===== config.mk =====
export PLATFORM = sky130hd
export DESIGN_NAME = stks_ctrl
export DESIGN_NICKNAME = d
export VERILOG_FILES = /design/src/stks_pkg.sv /design/src/stks_ctrl.sv
export SDC_FILE = /design/constraint.sdc
export NUM_CORES = 1
export LEC_CHECK = 0
export BUFFER_PORTS_ARGS = -buffer_cell sky130_fd_sc_hd__buf_2
export CAP_MARGIN = 0
export CORE_MARGIN = 1
export CORE_UTILIZATION = 51
export DETAILED_ROUTE_END_ITERATION = 8
export HOLD_SLACK_MARGIN = 0.02
export PLACE_DENSITY_LB_ADDON = 0.1
export SLEW_MARGIN = 20
export SYNTH_ARGS = -nofsm -noshare
export SYNTH_HDL_FRONTEND = slang
export SYNTH_SLANG_ARGS = --single-unit

===== constraint.sdc =====
create_clock -name clk -period 2.79 [get_ports clk]
set_input_delay 0.4185 -clock clk [delete_from_list [all_inputs] [get_ports clk]]
set_output_delay 0.4185 -clock clk [all_outputs]
set_load 0.005 [all_outputs]

===== src/stks_pkg.sv =====
// Shared types, constants and the ranking function of the top-k selector.
`timescale 1ns / 1ps
package stks_pkg;

    localparam int MAX_K   = 64;
    localparam int FILL_W  = $clog2(MAX_K + 1);
    localparam int K_W     = 7;
    localparam int SCORE_W = 16;
    localparam int ID_W    = 32;

    typedef struct packed {
        logic [SCORE_W-1:0] score;
        logic [ID_W-1:0]    id;
    } entry_t;

    typedef enum logic [1:0] {
        CELL_HOLD,
        CELL_INSERT,
        CELL_SHIFT
    } cell_op_t;

    typedef struct packed {
        cell_op_t op;
        entry_t   new_entry;
    } cell_cmd_t;

    typedef enum logic {
        ST_COLLECT,
        ST_DRAIN
    } state_t;

    // True when entry a ranks strictly above entry b: higher score, then higher id
    function automatic logic ranks_above(entry_t a, entry_t b);
        logic res;
        if (a.score != b.score)
            res = (a.score > b.score);
        else
            res = (a.id > b.id);
        return res;
    endfunction

endpackage


===== src/stks_ctrl.sv =====
// Control of the top-k selector: handshakes, fill count, id counter, drain.
`timescale 1ns / 1ps
module stks_ctrl
    import stks_pkg::*;
(
    input  logic               clk,
    input  logic               rst_n,
    input  logic               cfg_we,
    input  logic [K_W-1:0]     cfg_wdata,
    input  logic               in_valid,
    output logic               in_ready,
    input  logic [SCORE_W-1:0] score,
    input  logic               last_doc,
    output logic               out_valid,
    input  logic               out_ready,
    output logic               final_res,
    input  logic               any_gt,
    output cell_cmd_t          cmd,
    output logic [FILL_W-1:0]  fill
);

    state_t             state_reg;
    state_t             state_next;
    logic [K_W-1:0]     top_k_reg;
    logic [FILL_W-1:0]  fill_reg;
    logic [FILL_W-1:0]  fill_next;
    logic [ID_W-1:0]    next_id_reg;
    logic [ID_W-1:0]    next_id_next;
    logic [FILL_W-1:0]  k_eff;
    logic               full;
    logic               in_acc;
    logic               out_acc;

    // Clamp the configured depth into 1..MAX_K
    always_comb
    begin
        if (top_k_reg > K_W'(MAX_K))
            k_eff = FILL_W'(MAX_K);
        else if (top_k_reg == '0)
            k_eff = FILL_W'(1);
        else
            k_eff = FILL_W'(top_k_reg);
    end

    assign full    = (fill_reg >= k_eff);
    assign in_acc  = in_valid && in_ready;
    assign out_acc = out_valid && out_ready;

    // Next state, fill count and id counter
    always_comb
    begin
        state_next   = state_reg;
        fill_next    = fill_reg;
        next_id_next = next_id_reg;
        unique case (state_reg)
            ST_COLLECT:
            begin
                if (in_acc)
                begin
                    next_id_next = next_id_reg + ID_W'(1);
                    if (!full)
                        fill_next = fill_reg + FILL_W'(1);
                    if (last_doc)
                    begin
                        state_next   = ST_DRAIN;
                        next_id_next = '0;
                    end
                end
            end
            ST_DRAIN:
            begin
                if (out_acc)
                begin
                    fill_next = fill_reg - FILL_W'(1);
                    if (fill_reg == FILL_W'(1))
                        state_next = ST_COLLECT;
                end
            end
            default:
                state_next = ST_COLLECT;
        endcase
    end

    // Outputs: handshakes and the command broadcast to the chain
    always_comb
    begin
        in_ready          = 1'b0;
        out_valid         = 1'b0;
        cmd.op            = CELL_HOLD;
        cmd.new_entry.score = score;
        cmd.new_entry.id  = next_id_reg;
        unique case (state_reg)
            ST_COLLECT:
            begin
                in_ready = 1'b1;
                if (in_valid && (!full || any_gt))
                    cmd.op = CELL_INSERT;
            end
            ST_DRAIN:
            begin
                out_valid = 1'b1;
                if (out_ready)
                    cmd.op = CELL_SHIFT;
            end
            default:
                cmd.op = CELL_HOLD;
        endcase
    end

    assign final_res = (fill_reg == FILL_W'(1));
    assign fill      = fill_reg;

    always_ff @(posedge clk or negedge rst_n)
    begin
        if (!rst_n)
        begin
            state_reg   <= ST_COLLECT;
            top_k_reg   <= K_W'(10);
            fill_reg    <= '0;
            next_id_reg <= '0;
        end
        else
        begin
            state_reg   <= state_next;
            fill_reg    <= fill_next;
            next_id_reg <= next_id_next;
            if (cfg_we)
                top_k_reg <= cfg_wdata;
        end
    end

`ifndef ASSERT_OFF
    a_fill_bound: assert property (@(posedge clk) disable iff (!rst_n)
        fill_reg <= FILL_W'(MAX_K))
        else $error("fill count above store depth");

    a_drain_nonempty: assert property (@(posedge clk) disable iff (!rst_n)
        state_reg == ST_DRAIN |-> fill_reg != '0)
        else $error("drain with empty store");

    a_final_clears: assert property (@(posedge clk) disable iff (!rst_n)
        out_acc && final_res |=> state_reg == ST_COLLECT && fill_reg == '0
            && next_id_reg == '0)
        else $error("store not cleared after final word");

    a_last_drains: assert property (@(posedge clk) disable iff (!rst_n)
        in_acc && last_doc |=> state_reg == ST_DRAIN)
        else $error("last document did not start drain");
`endif

endmodule


==> key figures <==
Die
  • Row count: 26
  • Die ar.: 0.00559 mm^2
  • Die H: between 70 and 80 um
  • Initial core utilization: 52.9%
  • Die W: 74.8 um
  • IO Count: 90
  • Total core area: 0.00511 mm^2

Logic synthesis
  • Post-synth cell types: 43
  • Synth Area in Simple Gates: 24.3%
  • Syn_nets: about 320
  • Compound-gate portion of the synthesized area: 7.32%
  • Largest family of logic cells by synthesized area: simple AND/OR/NAND/NOR gates
  • Ys Warns: 0
  • Primary FF master, synth: dfrtp_1
  • #FFs+latches synth: 47
  • Adder-cell share of the synthesized area: slightly above 5%
  • Post-Syn Instances: between 200 and 300
  • Post-synth EDFFs: 0
  • Avg Inst Size Synth: 9.61 um^2
  • Seq/Total Area, Yosys: 43.6%
  • Synthesized area: between 0.002 and 0.003 mm^2
  • Post-synthesis mux area share: 3.33%
  • Synth Area in XOR/XNOR: 10.1%
  • FFs w/ async S/R, synth: 100%

Route
  • Via Count: 2094
  • Routed vias/inst: ~5.3
  • Total iterations of the first detailed-routing run: 4
  • Drt initial violations: ~120
  • Drt wl/cell: about 14 um
  • DRC viols: 0
  • Routed WL: around 5.6 mm
  • Antenna Nets Post-Route: 0

Clock network
  • Clock Latency Late Sink: 300 ps
  • CTS tree: yes
  • Longest Clk Path Bufs: 2
  • CTS Hold Buffers Added: 0
  • Number of setup buffers added after CTS: 0
  • Root Driver: clkbuf_8
  • Post-CTS Resized: 0
  • # H-tree levels: 2
  • Clk slew on worst S/H paths: 80 ps
  • TritonCTS Buffers: 5
  • Clock sinks: 47

STA
  • Period Utilization, post-route: 92.8%
  • Max-slew violation count: 0
  • RSZ-0062 raised after global routing: false
  • Worst rel slew slack: 60.2%
  • Setup Viol. Count Final: 0
  • Layout Skew: approximately 12 ps
  • Hold WS: 115 ps
  • Hold Fails Final Rpt: 0
  • TNS Setup: 0 ps
  • Slew at the pin closest to its max-slew limit: 597 ps
  • Fmax: 386 MHz
  • Minimum clock period: 2590 ps

Global route
  • Initial antenna violation count: 0
  • GRT Total Usage: 21.3%
  • M2 GR Usage: 34.7%
  • Met1 Track Usage GR: 28.3%
  • GR Util met3: 4.42%
  • Wire length of the first global-routing pass: 8.97 mm
  • Peak-usage layer in the global routing report: met2
  • Grt total ovfl: 0
  • Number of global-route vias before repair: ~1900
  • Largest net degree at the start of global routing: 48

Setup path
  • CP max stage delay: 540 ps
  • Data required time at the worst endpoint: 2370 ps
  • Cells along the critical path: nor3_1, a21oi_1, nor2_1, ha_1, nor2b_1, o21ai_0, a2111oi_4, a21o_1, buf_2
  • Slowest cell on the critical path: dfstp_2
  • Crit. End Element: primary output
  • CP Launch Type: flip-flop
  • Top delay family on crit path: compound AO/OA/AOI/OAI gates
  • Worst path bufs/invs: 1
  • Critical Setup Path Class: reg -> out
  • WP data arrival: 2170 ps
  • Maximum fanout along the worst path: 3

Run
  • Max Cap Viol: 0

Place
  • Placed Instances: between 300 and 400
  • Dpl cell area: 0.00295 mm^2
  • GPL Wtd Cong: 0.809
  • Port Buf Inserts: 57
  • Final HPWL DP: 4.09 mm

Layout
  • Largest register FFs: 32
  • Fin cells: 395
  • Commonest non-fill, non-tap cell in the layout: buf_2
  • Nets: 366
  • Area Growth Syn to Fin: 12.6%
  • Final instance area: 0.00304 mm^2
  • # fillers: 466
  • Share of post-route cells with drive strength above 1: between 20% and 30%
  • N_diodes: 0
  • Most frequent cells in the layout: 56 x buf_2, 45 x dfrtp_1, 35 x nor2_1

Status
  • Status: complete, no violations

Min path
  • Hold WC Path Type: in -> async

Power
  • Leakage power figure: 1.48 nW
  • PwrDens: 628 mW/mm^2
  • Worst VDD drop: 0.402 mV
[final timing paths]
path | depth (start not counted) | slack [ps] | startpoint | end
hold reg to reg | 1 | 530 | top_k_reg[0] | top_k_reg[0]
min in group clk | 3 | 330 | cfg_wdata[6] | top_k_reg[6]
setup reg to reg | 10 | 550 | top_k_reg[3] | fill[1]
max in group asynchronous | 1 | 2260 | rst_n | top_k_reg[5]
setup / recovery | 9 | 200 | top_k_reg[3] | cmd[48]
hold / removal | 1 | 120 | rst_n | next_id_reg[25]
[logic make-up (layout without fill, tap and decap cells)]
group,Yosys count,count (layout)
simple gates,125,125
flops,47,47
xor+xnor,31,31
compound gates,30,30
buf+inv,29,73
fa+ha+maj,11,11
mux,8,8
[area by class of cell]
class	instances	area (um^2)	area share (%)
clock buffers	6	82.6	2.72
clock inverters	1	5.00	0.165
inverters	6	22.5	0.741
multi-input cells	205	1350	44.5
flip-flops and latches	47	1180	38.8
well taps	70	87.6	2.88
repair buffers	60	310	10.2
[per-layer routing]
layer / vias up / wire [um] / part of all wire [%]
met2: 53 / 2650 / 48
li1: 1048 / - / -
met5: - / 0 / 0
met4: 0 / 74 / 1.3
met3: 7 / 225 / 4.0
met1: 986 / 2620 / 47
[Yosys cell counts, drive strengths merged (3+ instances only)]
master  instances  area, um^2
buf            17         124
xnor2          16         140
ha             11         138
clkbuf          6        22.5
nor2           35         131
and2            5        31.3
nor4            5        43.8
nand2          27         101
xor2           15         131
nand4          14         109
dfrtp          45        1130
inv             6        22.5
or3             4        25.0
a21oi           4        20.0
mux2            8        90.1
and3            3        18.8
nor2b           4        25.0
o21ai          15        75.1
nand3           8        40.0
nor3           10        50.1
[power by group]
part	switching [W]	internal (W)	leakage, nW
clock network	0.000219	0.000195	0.0470
registers	0.000161	0.000779	0.617
logic	0.000280	0.000276	0.818
[metrics by stage]
stage	util, %	power [W]	worst slack [ps]
2_1_floorplan	-	0.00131	549
3_3_place_gp	57.8	0.00150	568
3_5_place_dp	57.8	0.00151	514
4_1_cts	59.5	0.00193	180
5_1_grt	59.5	0.00206	45.6
6_report	59.5	0.00191	200
No activity file was read; power rests on OpenSTA's default activity.
