File: config.mk
export PLATFORM = sky130hd
export DESIGN_NAME = stks_cell
export DESIGN_NICKNAME = d
export VERILOG_FILES = /design/src/stks_pkg.sv /design/src/stks_cell.sv
export SDC_FILE = /design/constraint.sdc
export NUM_CORES = 1
export LEC_CHECK = 0
export ABC_AREA = 1
export BUFFER_PORTS_ARGS = -buffer_cell sky130_fd_sc_hd__buf_2
export CAP_MARGIN = 20
export CORE_MARGIN = 3
export CORE_UTILIZATION = 42
export DETAILED_ROUTE_END_ITERATION = 8
export HOLD_SLACK_MARGIN = 0.1
export PLACE_DENSITY = 0.84
export SYNTH_ARGS = -nofsm -noshare
export SYNTH_HDL_FRONTEND = slang
export SYNTH_SLANG_ARGS = --single-unit
export TNS_END_PERCENT = 1
File: constraint.sdc
create_clock -name clk -period 3 [get_ports clk]
set_input_delay 0 -clock clk [delete_from_list [all_inputs] [get_ports clk]]
set_output_delay 0 -clock clk [all_outputs]
set_load 0.005 [all_outputs]
File: src/stks_pkg.sv
// Shared types, constants and the ranking function of the top-k selector.
`timescale 1ns / 1ps
package stks_pkg;

    localparam int MAX_K   = 64;
    localparam int FILL_W  = $clog2(MAX_K + 1);
    localparam int K_W     = 7;
    localparam int SCORE_W = 16;
    localparam int ID_W    = 32;

    typedef struct packed {
        logic [SCORE_W-1:0] score;
        logic [ID_W-1:0]    id;
    } entry_t;

    typedef enum logic [1:0] {
        CELL_HOLD,
        CELL_INSERT,
        CELL_SHIFT
    } cell_op_t;

    typedef struct packed {
        cell_op_t op;
        entry_t   new_entry;
    } cell_cmd_t;

    typedef enum logic {
        ST_COLLECT,
        ST_DRAIN
    } state_t;

    // True when entry a ranks strictly above entry b: higher score, then higher id
    function automatic logic ranks_above(entry_t a, entry_t b);
        logic res;
        if (a.score != b.score)
            res = (a.score > b.score);
        else
            res = (a.id > b.id);
        return res;
    endfunction

endpackage

File: src/stks_cell.sv
// One cell of the sorted insertion chain: holds one entry, compares and shifts.
`timescale 1ns / 1ps
module stks_cell
    import stks_pkg::*;
(
    input  logic      clk,
    input  cell_cmd_t cmd,
    input  logic      valid,
    input  entry_t    up_entry,
    input  logic      up_ins,
    input  entry_t    down_entry,
    output entry_t    entry,
    output logic      ins,
    output logic      gt
);

    entry_t entry_reg;
    entry_t entry_next;

    // Flag where the new word belongs: empty slot, or it outranks the held one
    always_comb
    begin
        ins = !valid || ranks_above(cmd.new_entry, entry_reg);
        gt  = valid && (cmd.new_entry.score > entry_reg.score);
    end

    // Take from the upper neighbor, the new word, or the lower neighbor
    always_comb
    begin
        entry_next = entry_reg;
        unique case (cmd.op)
            CELL_INSERT:
            begin
                if (up_ins)
                    entry_next = up_entry;
                else if (ins)
                    entry_next = cmd.new_entry;
            end
            CELL_SHIFT:
                entry_next = down_entry;
            default:
                entry_next = entry_reg;
        endcase
    end

    always_ff @(posedge clk)
    begin
        entry_reg <= entry_next;
    end

    assign entry = entry_reg;

endmodule

==> tab_implementation.tex, run 1 <==
\begin{tabular}{lr}
\hline
Metric & Value \\
\hline
\multicolumn{2}{l}{\textbf{Synth}} \\
\quad Multiplexer fraction of the synthesized cell area & 0 \\
\quad Post-Synth XOR/XNOR Area & 0 \\
\quad Distinct cell type count of the synthesized netlist & 21 \\
\quad Top-count cell post-synth & sky130\_fd\_sc\_hd\_\_nand2\_1 \\
\quad Synthesis-stage register bit count & 48 \\
\quad Dominant combinational cell family by area after synthesis & simple AND/OR/NAND/NOR gates \\
\quad Compound-cell area share of the yosys netlist & 0.127 \\
\quad Post-synthesis adder-cell area fraction & 0.161 \\
\quad Ranking of synthesized cells by instance count & sky130\_fd\_sc\_hd\_\_nand2\_1, sky130\_fd\_sc\_hd\_\_inv\_1, sky130\_fd\_sc\_hd\_\_nor2\_1 \\
\quad Sequential cell area fraction in the yosys report & 0.387 \\
\quad Basic-gate share of the synthesized area counting and, or, nand and nor cells & 0.238 \\
\quad Synth Net Count & 679 \\
\quad Fraction of synthesis flops using an asynchronous set or reset pin & 0 \\
\quad Dominant cell type by area after synthesis & sky130\_fd\_sc\_hd\_\_edfxtp\_1 \\
\quad EDFF count, synth & 48 \\
\quad Main flop type after synthesis & sky130\_fd\_sc\_hd\_\_edfxtp\_1 \\
\quad Yosys warning count & 0 \\
\quad Average footprint of a synthesized cell & 7.73 um2 \\
\quad Post-synth top area share & 0.387 \\
\quad Cells after Synth & 482 \\
\quad Cell area after synthesis & 3730 um2 \\
\quad Top cells by area, synth & sky130\_fd\_sc\_hd\_\_edfxtp\_1, sky130\_fd\_sc\_hd\_\_ha\_1, sky130\_fd\_sc\_hd\_\_nand2\_1 \\
\multicolumn{2}{l}{\textbf{Power}} \\
\quad Leakage Power & 3.02 nW \\
\quad Power density normalized to cell area & 345 nW/um2 \\
\quad VDD IR-drop max & 213 uV \\
\quad Post-layout total power & 2.01 mW \\
\multicolumn{2}{l}{\textbf{Setup path}} \\
\quad Worst setup path category & flop to flop \\
\quad Ordered list of cells on the worst path & inv\_1 -> ha\_1 -> a21oi\_1 -> o21ai\_0 -> a21oi\_1 -> nand2\_1 -> nand2\_1 -> nand2\_1 -> nand2\_1 -> nand3\_1 -> nand2\_1 -> nand2\_2 -> buf\_12 \\
\quad Most Frequent Cell on Critical Path & sky130\_fd\_sc\_hd\_\_nand2\_1 \\
\quad Endpoint required time on the critical path & 3.07 ns \\
\quad Startpoint Class & flop \\
\quad Crit path arrival time & 2.52 ns \\
\quad Cell type group with the largest total delay on the critical path & simple AND/OR/NAND/NOR gates \\
\quad Peak per-stage delay on the critical path & 0.40 ns \\
\quad Crit end category & flop \\
\quad Number of buffers and inverters on the critical path & 2 \\
\quad Max stage delay cell, worst path & sky130\_fd\_sc\_hd\_\_edfxtp\_1 \\
\quad CP Max Fanout & 18 \\
\multicolumn{2}{l}{\textbf{STA}} \\
\quad Worst setup slack after layout & 0.547 ns \\
\quad Worst-Margin Slew & 0.618 ns \\
\quad Final setup violating endpoints & 0 \\
\quad Worst clock skew & 0.0118 ns \\
\quad Time the worst path needs with I/O delays and setup & 2.45 ns \\
\quad Period utilisation layout & 0.818 \\
\quad Final-report hold violation count & 0 \\
\quad Number of slew-limit violations in the final report & 0 \\
\quad Setup TNS & 0 ns \\
\quad Highest achievable clock rate & 0.408 GHz \\
\quad Post-Route Hold Slack & 0.106 ns \\
\quad RSZ-0062 raised after global routing & no \\
\quad Worst max-slew margin expressed relative to the limit & 0.588 \\
\multicolumn{2}{l}{\textbf{CTS}} \\
\quad Clock Path Buffers & 2 \\
\quad Clock transition at path regs & 0.10 ns \\
\quad H-Tree Depth & 2 \\
\quad Clk sinks & 48 \\
\quad Root cell of the clock tree & sky130\_fd\_sc\_hd\_\_clkbuf\_8 \\
\quad Clock tree from TritonCTS & done \\
\quad Total clock buffers created by CTS & 5 \\
\quad Cts repair resizes & 0 \\
\quad Latest clock arrival within the worst-skew pair & 0.30 ns \\
\multicolumn{2}{l}{\textbf{Cells and area}} \\
\quad Area growth syn-to-layout & 56.0\% \\
\quad Antenna diode instance count & 0 \\
\quad Total non-filler cell area in the finished layout & 5810 um2 \\
\quad Number of flip-flops under the largest register name & 48 \\
\quad Ratio of cells with drive above 1 in the final layout & 0.286 \\
\quad Number of fill cells in the layout & 673 \\
\quad Number of nets in the final layout & 957 \\
\multicolumn{2}{l}{\textbf{Global route}} \\
\quad Global Route Usage Sum & 0.252 \\
\quad Via count of the first global-routing pass & 4442 \\
\quad Number of antenna violations at the first check in global routing & 0 \\
\quad Maximum number of pins on one net before global-route repair & 65 \\
\quad Remaining global-route overflow & 0 \\
\quad Global-route wire length before repair & 20100 um \\
\multicolumn{2}{l}{\textbf{Routing}} \\
\quad Number of remaining DRC errors & 0 \\
\quad WL per Instance & 14.6 um \\
\quad DRT iter0 DRCs & 138 \\
\quad Total number of vias & 4371 \\
\quad Total Routed Length & 12700 um \\
\quad Post-detailed-route via-to-cell ratio & 5.05 \\
\quad Post-detailed-route count of antenna-violating nets & 0 \\
\quad Number of iterations in the first detailed-routing pass & 5 \\
\multicolumn{2}{l}{\textbf{Floorplanning}} \\
\quad Y dimension of the die & 100 um \\
\quad Die area & 10000 um2 \\
\quad Floorplan core area & 8420 um2 \\
\quad Number of placement rows & 33 \\
\quad Die width & 100 um \\
\quad Ports placed on the boundary & 199 \\
\quad Effective utilization at floorplan & 0.442 \\
\multicolumn{2}{l}{\textbf{Run status}} \\
\quad Result of the run & finished, final reports clean \\
\multicolumn{2}{l}{\textbf{Placement}} \\
\quad DP Worst Slack & 0.572 ns \\
\quad HPWL reported at the end of detailed placement & 8780 um \\
\quad Total of buffers placed on input and output ports & 198 \\
\quad Placed instance area & 4820 um2 \\
\quad Global placer's final weighted congestion & 0.818 \\
\multicolumn{2}{l}{\textbf{Job}} \\
\quad Max\_cap viols & 0 \\
\multicolumn{2}{l}{\textbf{Min path}} \\
\quad Worst hold path type & input port to flop \\
\hline
\end{tabular}
area by class of cell:
| class | instances | area [um2] | area share |
|---|---|---|---|
| well taps | 105 | 131 | 0.0226 |
| inverters | 62 | 233 | 0.0400 |
| flip-flops and latches | 48 | 1440 | 0.248 |
| clock inverters | 3 | 37.5 | 0.00646 |
| clock buffers | 5 | 68.8 | 0.0118 |
| multi-input cells | 352 | 1970 | 0.338 |
| repair buffers | 291 | 1930 | 0.333 |
final timing paths:
path                to       from  depth (start not counted)  slack [ns]
max          entry[35]  entry[15]                         13        0.55
min          entry[28]    cmd[28]                          3        0.11
max reg2reg  entry[35]  entry[15]                         13        0.55
min reg2reg  entry[23]   entry[0]                          8        1.57
tightest hold or removal path, stage by stage:
cell and delay (ns):
sky130_fd_sc_hd__buf_2 0.11, sky130_fd_sc_hd__nand2_1 0.06, sky130_fd_sc_hd__a31oi_1 0.07
metal layers:
metal | GRT usage | up-vias | share of wire
li1 | - | 2158 | -
met1 | 0.282 | 1990 | 0.38
met2 | 0.462 | 193 | 0.52
met3 | 0.0521 | 30 | 0.076
met4 | 0.105 | 0 | 0.026
met5 | 0 | - | 0
cell usage in the layout, fill, tap and decap left out, types with 2 or more instances in the layout:
| cell type | count |
|---|---|
| sky130_fd_sc_hd__clkbuf_8 | 5 |
| sky130_fd_sc_hd__buf_12 | 2 |
| sky130_fd_sc_hd__nand2_2 | 3 |
| sky130_fd_sc_hd__dlygate4sd3_1 | 88 |
| sky130_fd_sc_hd__a21oi_2 | 2 |
| sky130_fd_sc_hd__nand2_1 | 150 |
| sky130_fd_sc_hd__edfxtp_1 | 48 |
| sky130_fd_sc_hd__buf_4 | 3 |
| sky130_fd_sc_hd__inv_1 | 61 |
| sky130_fd_sc_hd__buf_2 | 198 |
| sky130_fd_sc_hd__o21a_1 | 2 |
| sky130_fd_sc_hd__ha_1 | 48 |
| sky130_fd_sc_hd__nor2_1 | 62 |
| sky130_fd_sc_hd__nand3_1 | 4 |
| sky130_fd_sc_hd__o21ai_0 | 4 |
| sky130_fd_sc_hd__a21o_1 | 2 |
| sky130_fd_sc_hd__a21oi_1 | 21 |
| sky130_fd_sc_hd__a31oi_1 | 48 |
| sky130_fd_sc_hd__clkinv_1 | 3 |
| sky130_fd_sc_hd__nand4_1 | 2 |
report_power, final:
part | internal [mW] | leakage [nW] | switching, mW
clock network | 0.243 | 0.0532 | 0.221
logic | 0.355 | 2.50 | 0.338
registers | 0.818 | 0.462 | 0.0296
total | 1.42 | 3.02 | 0.589
logic make-up after synthesis:
kind of cell	count (synthesis)
flops	48
buf+inv	82
simple gates	225
fa+ha+maj	48
compound gates	79
timing repair:
action                     4_1_cts  5_1_grt
hold endpoints to repair        46        2
setup buffers                    0        0
hold buffers                    86        2
setup endpoints to repair        0        0
per-stage QoR:
stage           util  cells
2_1_floorplan      -    482
3_3_place_gp   0.573    770
3_5_place_dp   0.573    770
4_1_cts        0.688    864
5_1_grt        0.690    866
6_report       0.690    866
No activity file was read; power rests on OpenSTA's default activity.
==> run 2: changes to the inputs <==
==> constraint.sdc (replaced) <==
create_clock -name clk -period 2.4 [get_ports clk]
set_input_delay 0 -clock clk [delete_from_list [all_inputs] [get_ports clk]]
set_output_delay 0 -clock clk [all_outputs]
set_load 0.005 [all_outputs]
==> tab_implementation.tex, run 2 (synthesis gave the netlist of run 1 again) <==
\begin{tabular}{lr}
\hline
Metric & Value \\
\hline
\multicolumn{2}{l}{\textbf{Run status}} \\
\quad Result of the run & finished, final reports clean \\
\multicolumn{2}{l}{\textbf{Global route}} \\
\quad Global Route Usage Sum & 0.247 (-0.00476) \\
\quad Via count of the first global-routing pass & 4619 (+4.0\%) \\
\quad Maximum number of pins on one net before global-route repair & 51 (-22\%) \\
\quad Global-route wire length before repair & 20000 um (-0.58\%) \\
\quad Remaining global-route overflow & 0 (unchanged) \\
\quad Number of antenna violations at the first check in global routing & 0 (unchanged) \\
\multicolumn{2}{l}{\textbf{Cells and area}} \\
\quad Number of flip-flops under the largest register name & 48 (unchanged) \\
\quad Area growth syn-to-layout & 60.4\% \\
\quad Final core area utilization & 0.710 (+0.0198) \\
\quad Commonest non-fill, non-tap cells in the layout & sky130\_fd\_sc\_hd\_\_buf\_2, sky130\_fd\_sc\_hd\_\_nand2\_1, sky130\_fd\_sc\_hd\_\_dlygate4sd3\_1 \\
\quad Antenna diode instance count & 0 (unchanged) \\
\quad Ratio of cells with drive above 1 in the final layout & 0.297 (+0.0106) \\
\quad Number of nets in the final layout & 967 (+1.0\%) \\
\quad Most common library cell in the layout ignoring fill and taps & sky130\_fd\_sc\_hd\_\_buf\_2 \\
\multicolumn{2}{l}{\textbf{STA}} \\
\quad Final-report hold violation count & 0 (unchanged) \\
\quad RSZ-0062 raised after global routing & no \\
\quad Worst clock skew & 0.00792 ns (-0.00384 ns) \\
\quad Worst max-slew margin expressed relative to the limit & 0.626 (+0.0383) \\
\quad Setup TNS & 0 ns (unchanged) \\
\quad Time the worst path needs with I/O delays and setup & 2.24 ns (-0.213 ns) \\
\quad Final setup violating endpoints & 0 (unchanged) \\
\quad Period utilisation layout & 0.933 (+0.115) \\
\quad Highest achievable clock rate & 0.447 GHz (+9.5\%) \\
\quad Post-Route Hold Slack & 0.101 ns (-0.00454 ns) \\
\quad Number of slew-limit violations in the final report & 0 (unchanged) \\
\quad Worst-Margin Slew & 0.561 ns (-0.0575 ns) \\
\multicolumn{2}{l}{\textbf{CTS}} \\
\quad Root cell of the clock tree & sky130\_fd\_sc\_hd\_\_clkbuf\_8 \\
\quad Clk sinks & 48 (unchanged) \\
\quad Clock tree from TritonCTS & done \\
\quad Clock transition at path regs & 0.09 ns (about the same) \\
\quad Latest clock arrival within the worst-skew pair & 0.30 ns (about the same) \\
\quad Total clock buffers created by CTS & 5 (unchanged) \\
\quad H-Tree Depth & 2 (unchanged) \\
\quad Clock Path Buffers & 2 (unchanged) \\
\multicolumn{2}{l}{\textbf{Setup path}} \\
\quad Worst flop-to-flop path startpoint & entry[15] \\
\quad Worst R2R Setup Slack & 0.16 ns (-0.39 ns) \\
\quad Crit path arrival time & 2.26 ns (-0.26 ns) \\
\quad Worst setup path category & flop to flop \\
\quad Worst reg2reg path depth & 15 (+2) \\
\quad Crit end category & flop \\
\quad Startpoint Class & flop \\
\quad Endpoint required time on the critical path & 2.42 ns (-0.65 ns) \\
\quad CP Max Fanout & 12 (-6) \\
\quad Capture point of the worst reg-to-reg path & entry[10] \\
\multicolumn{2}{l}{\textbf{Placement}} \\
\quad Global placer's final weighted congestion & 0.834 (+1.9\%) \\
\quad Total of buffers placed on input and output ports & 198 (unchanged) \\
\quad HPWL reported at the end of detailed placement & 8980 um (+2.4\%) \\
\multicolumn{2}{l}{\textbf{Min path}} \\
\quad Worst hold path type & input port to flop \\
\quad Hold path depth & 3 (unchanged) \\
\quad Hold Startpoint & down\_entry[6] \\
\quad Endpoint of the worst hold path & entry[6] \\
\multicolumn{2}{l}{\textbf{Routing}} \\
\quad WL per Instance & 15.1 um (+3.2\%) \\
\quad Post-detailed-route count of antenna-violating nets & 0 (unchanged) \\
\quad Post-detailed-route via-to-cell ratio & 5.17 (+2.5\%) \\
\quad Number of iterations in the first detailed-routing pass & 4 (-1) \\
\quad DRT iter0 DRCs & 229 (+66\%) \\
\quad Total Routed Length & 13200 um (+4.4\%) \\
\quad Total number of vias & 4532 (+3.7\%) \\
\quad Number of remaining DRC errors & 0 (unchanged) \\
\multicolumn{2}{l}{\textbf{Power}} \\
\quad VDD IR-drop max & 334 uV (+57\%) \\
\quad Power density normalized to cell area & 430 nW/um2 (+25\%) \\
\quad Leakage Power & 3.09 nW (+2.5\%) \\
\multicolumn{2}{l}{\textbf{Floorplanning}} \\
\quad Die area & 10000 um2 (unchanged) \\
\quad Floorplan core area & 8420 um2 (unchanged) \\
\quad Ports placed on the boundary & 199 (unchanged) \\
\quad Y dimension of the die & 100 um (unchanged) \\
\quad Die width & 100 um (unchanged) \\
\quad Number of placement rows & 33 (unchanged) \\
\quad Effective utilization at floorplan & 0.442 (unchanged) \\
\multicolumn{2}{l}{\textbf{Job}} \\
\quad Max\_cap viols & 0 (unchanged) \\
\hline
\end{tabular}
[run 2: per-stage QoR]
step / std cells / total power, mW / worst slack (ns) / area (um2)
after global routing: 876 / 2.73 / 0.0178 / 5980
final: 876 / 2.57 / 0.161 / 5980
after floorplan: 482 / 1.45 / 0.0738 / 3730
after CTS: 869 / 2.53 / 0.163 / 5850
after global placement: 771 / 1.74 / 0.257 / 4840
after detailed placement: 771 / 1.78 / 0.204 / 4840
[run 2: worst max-delay path by stage]
| stage | slack [ns] | from | cells after the start | to |
|---|---|---|---|---|
| floorplan | 0.07 | entry[43] | 10 | entry[0] |
| global placement | 0.26 | entry[15] | 15 | entry[12] |
| detailed placement | 0.20 | entry[15] | 15 | entry[14] |
| CTS | 0.16 | entry[15] | 15 | entry[22] |
| global route | 0.02 | entry[15] | 15 | entry[27] |
| finish | 0.16 | entry[15] | 15 | entry[10] |
[run 2: critical path: stages, from the launching register on]
cell	delay (ns)
sky130_fd_sc_hd__edfxtp_1	0.36
sky130_fd_sc_hd__inv_1	0.06
sky130_fd_sc_hd__ha_1	0.31
sky130_fd_sc_hd__nand2_1	0.09
sky130_fd_sc_hd__nor2_1	0.18
sky130_fd_sc_hd__nand2_1	0.12
sky130_fd_sc_hd__inv_1	0.07
sky130_fd_sc_hd__nand2_1	0.05
sky130_fd_sc_hd__nand2_1	0.07
sky130_fd_sc_hd__nand2_1	0.05
sky130_fd_sc_hd__nand2_1	0.06
sky130_fd_sc_hd__nand2_1	0.06
sky130_fd_sc_hd__nand3_1	0.08
sky130_fd_sc_hd__nand2_2	0.10
sky130_fd_sc_hd__nand2_8	0.13
sky130_fd_sc_hd__buf_8	0.17
[run 2: area by class of cell]
type	count	area (um2)
clock buffers	5	68.8
repair buffers	301	2070
multi-input cells	352	1990
fillers	632	2440
flip-flops and latches	48	1440
inverters	62	233
clock inverters	3	42.5
well taps	105	131
[run 2: routing by layer]
metal	vias up	global-route usage	wire length, um
met3	39	0.0500	1110
met5	-	0	0
li1	2184	-	-
met4	0	0.0933	401
met1	2071	0.264	4890
met2	238	0.474	6850
[run 2: what timing repair did]
item,4_1_cts,5_1_grt
gates resized for setup,0,7
hold buffers,90,1
hold endpoints to repair,46,1
setup endpoints to repair,0,48
buffers inserted,0,1
[run 2: report_power, final]
part / internal (mW) / switching [mW] / total, mW / leakage [nW]
sequential: 1.02 / 0.0379 / 1.06 / 0.462
combinational: 0.480 / 0.445 / 0.925 / 2.58
clock: 0.309 / 0.279 / 0.588 / 0.0541
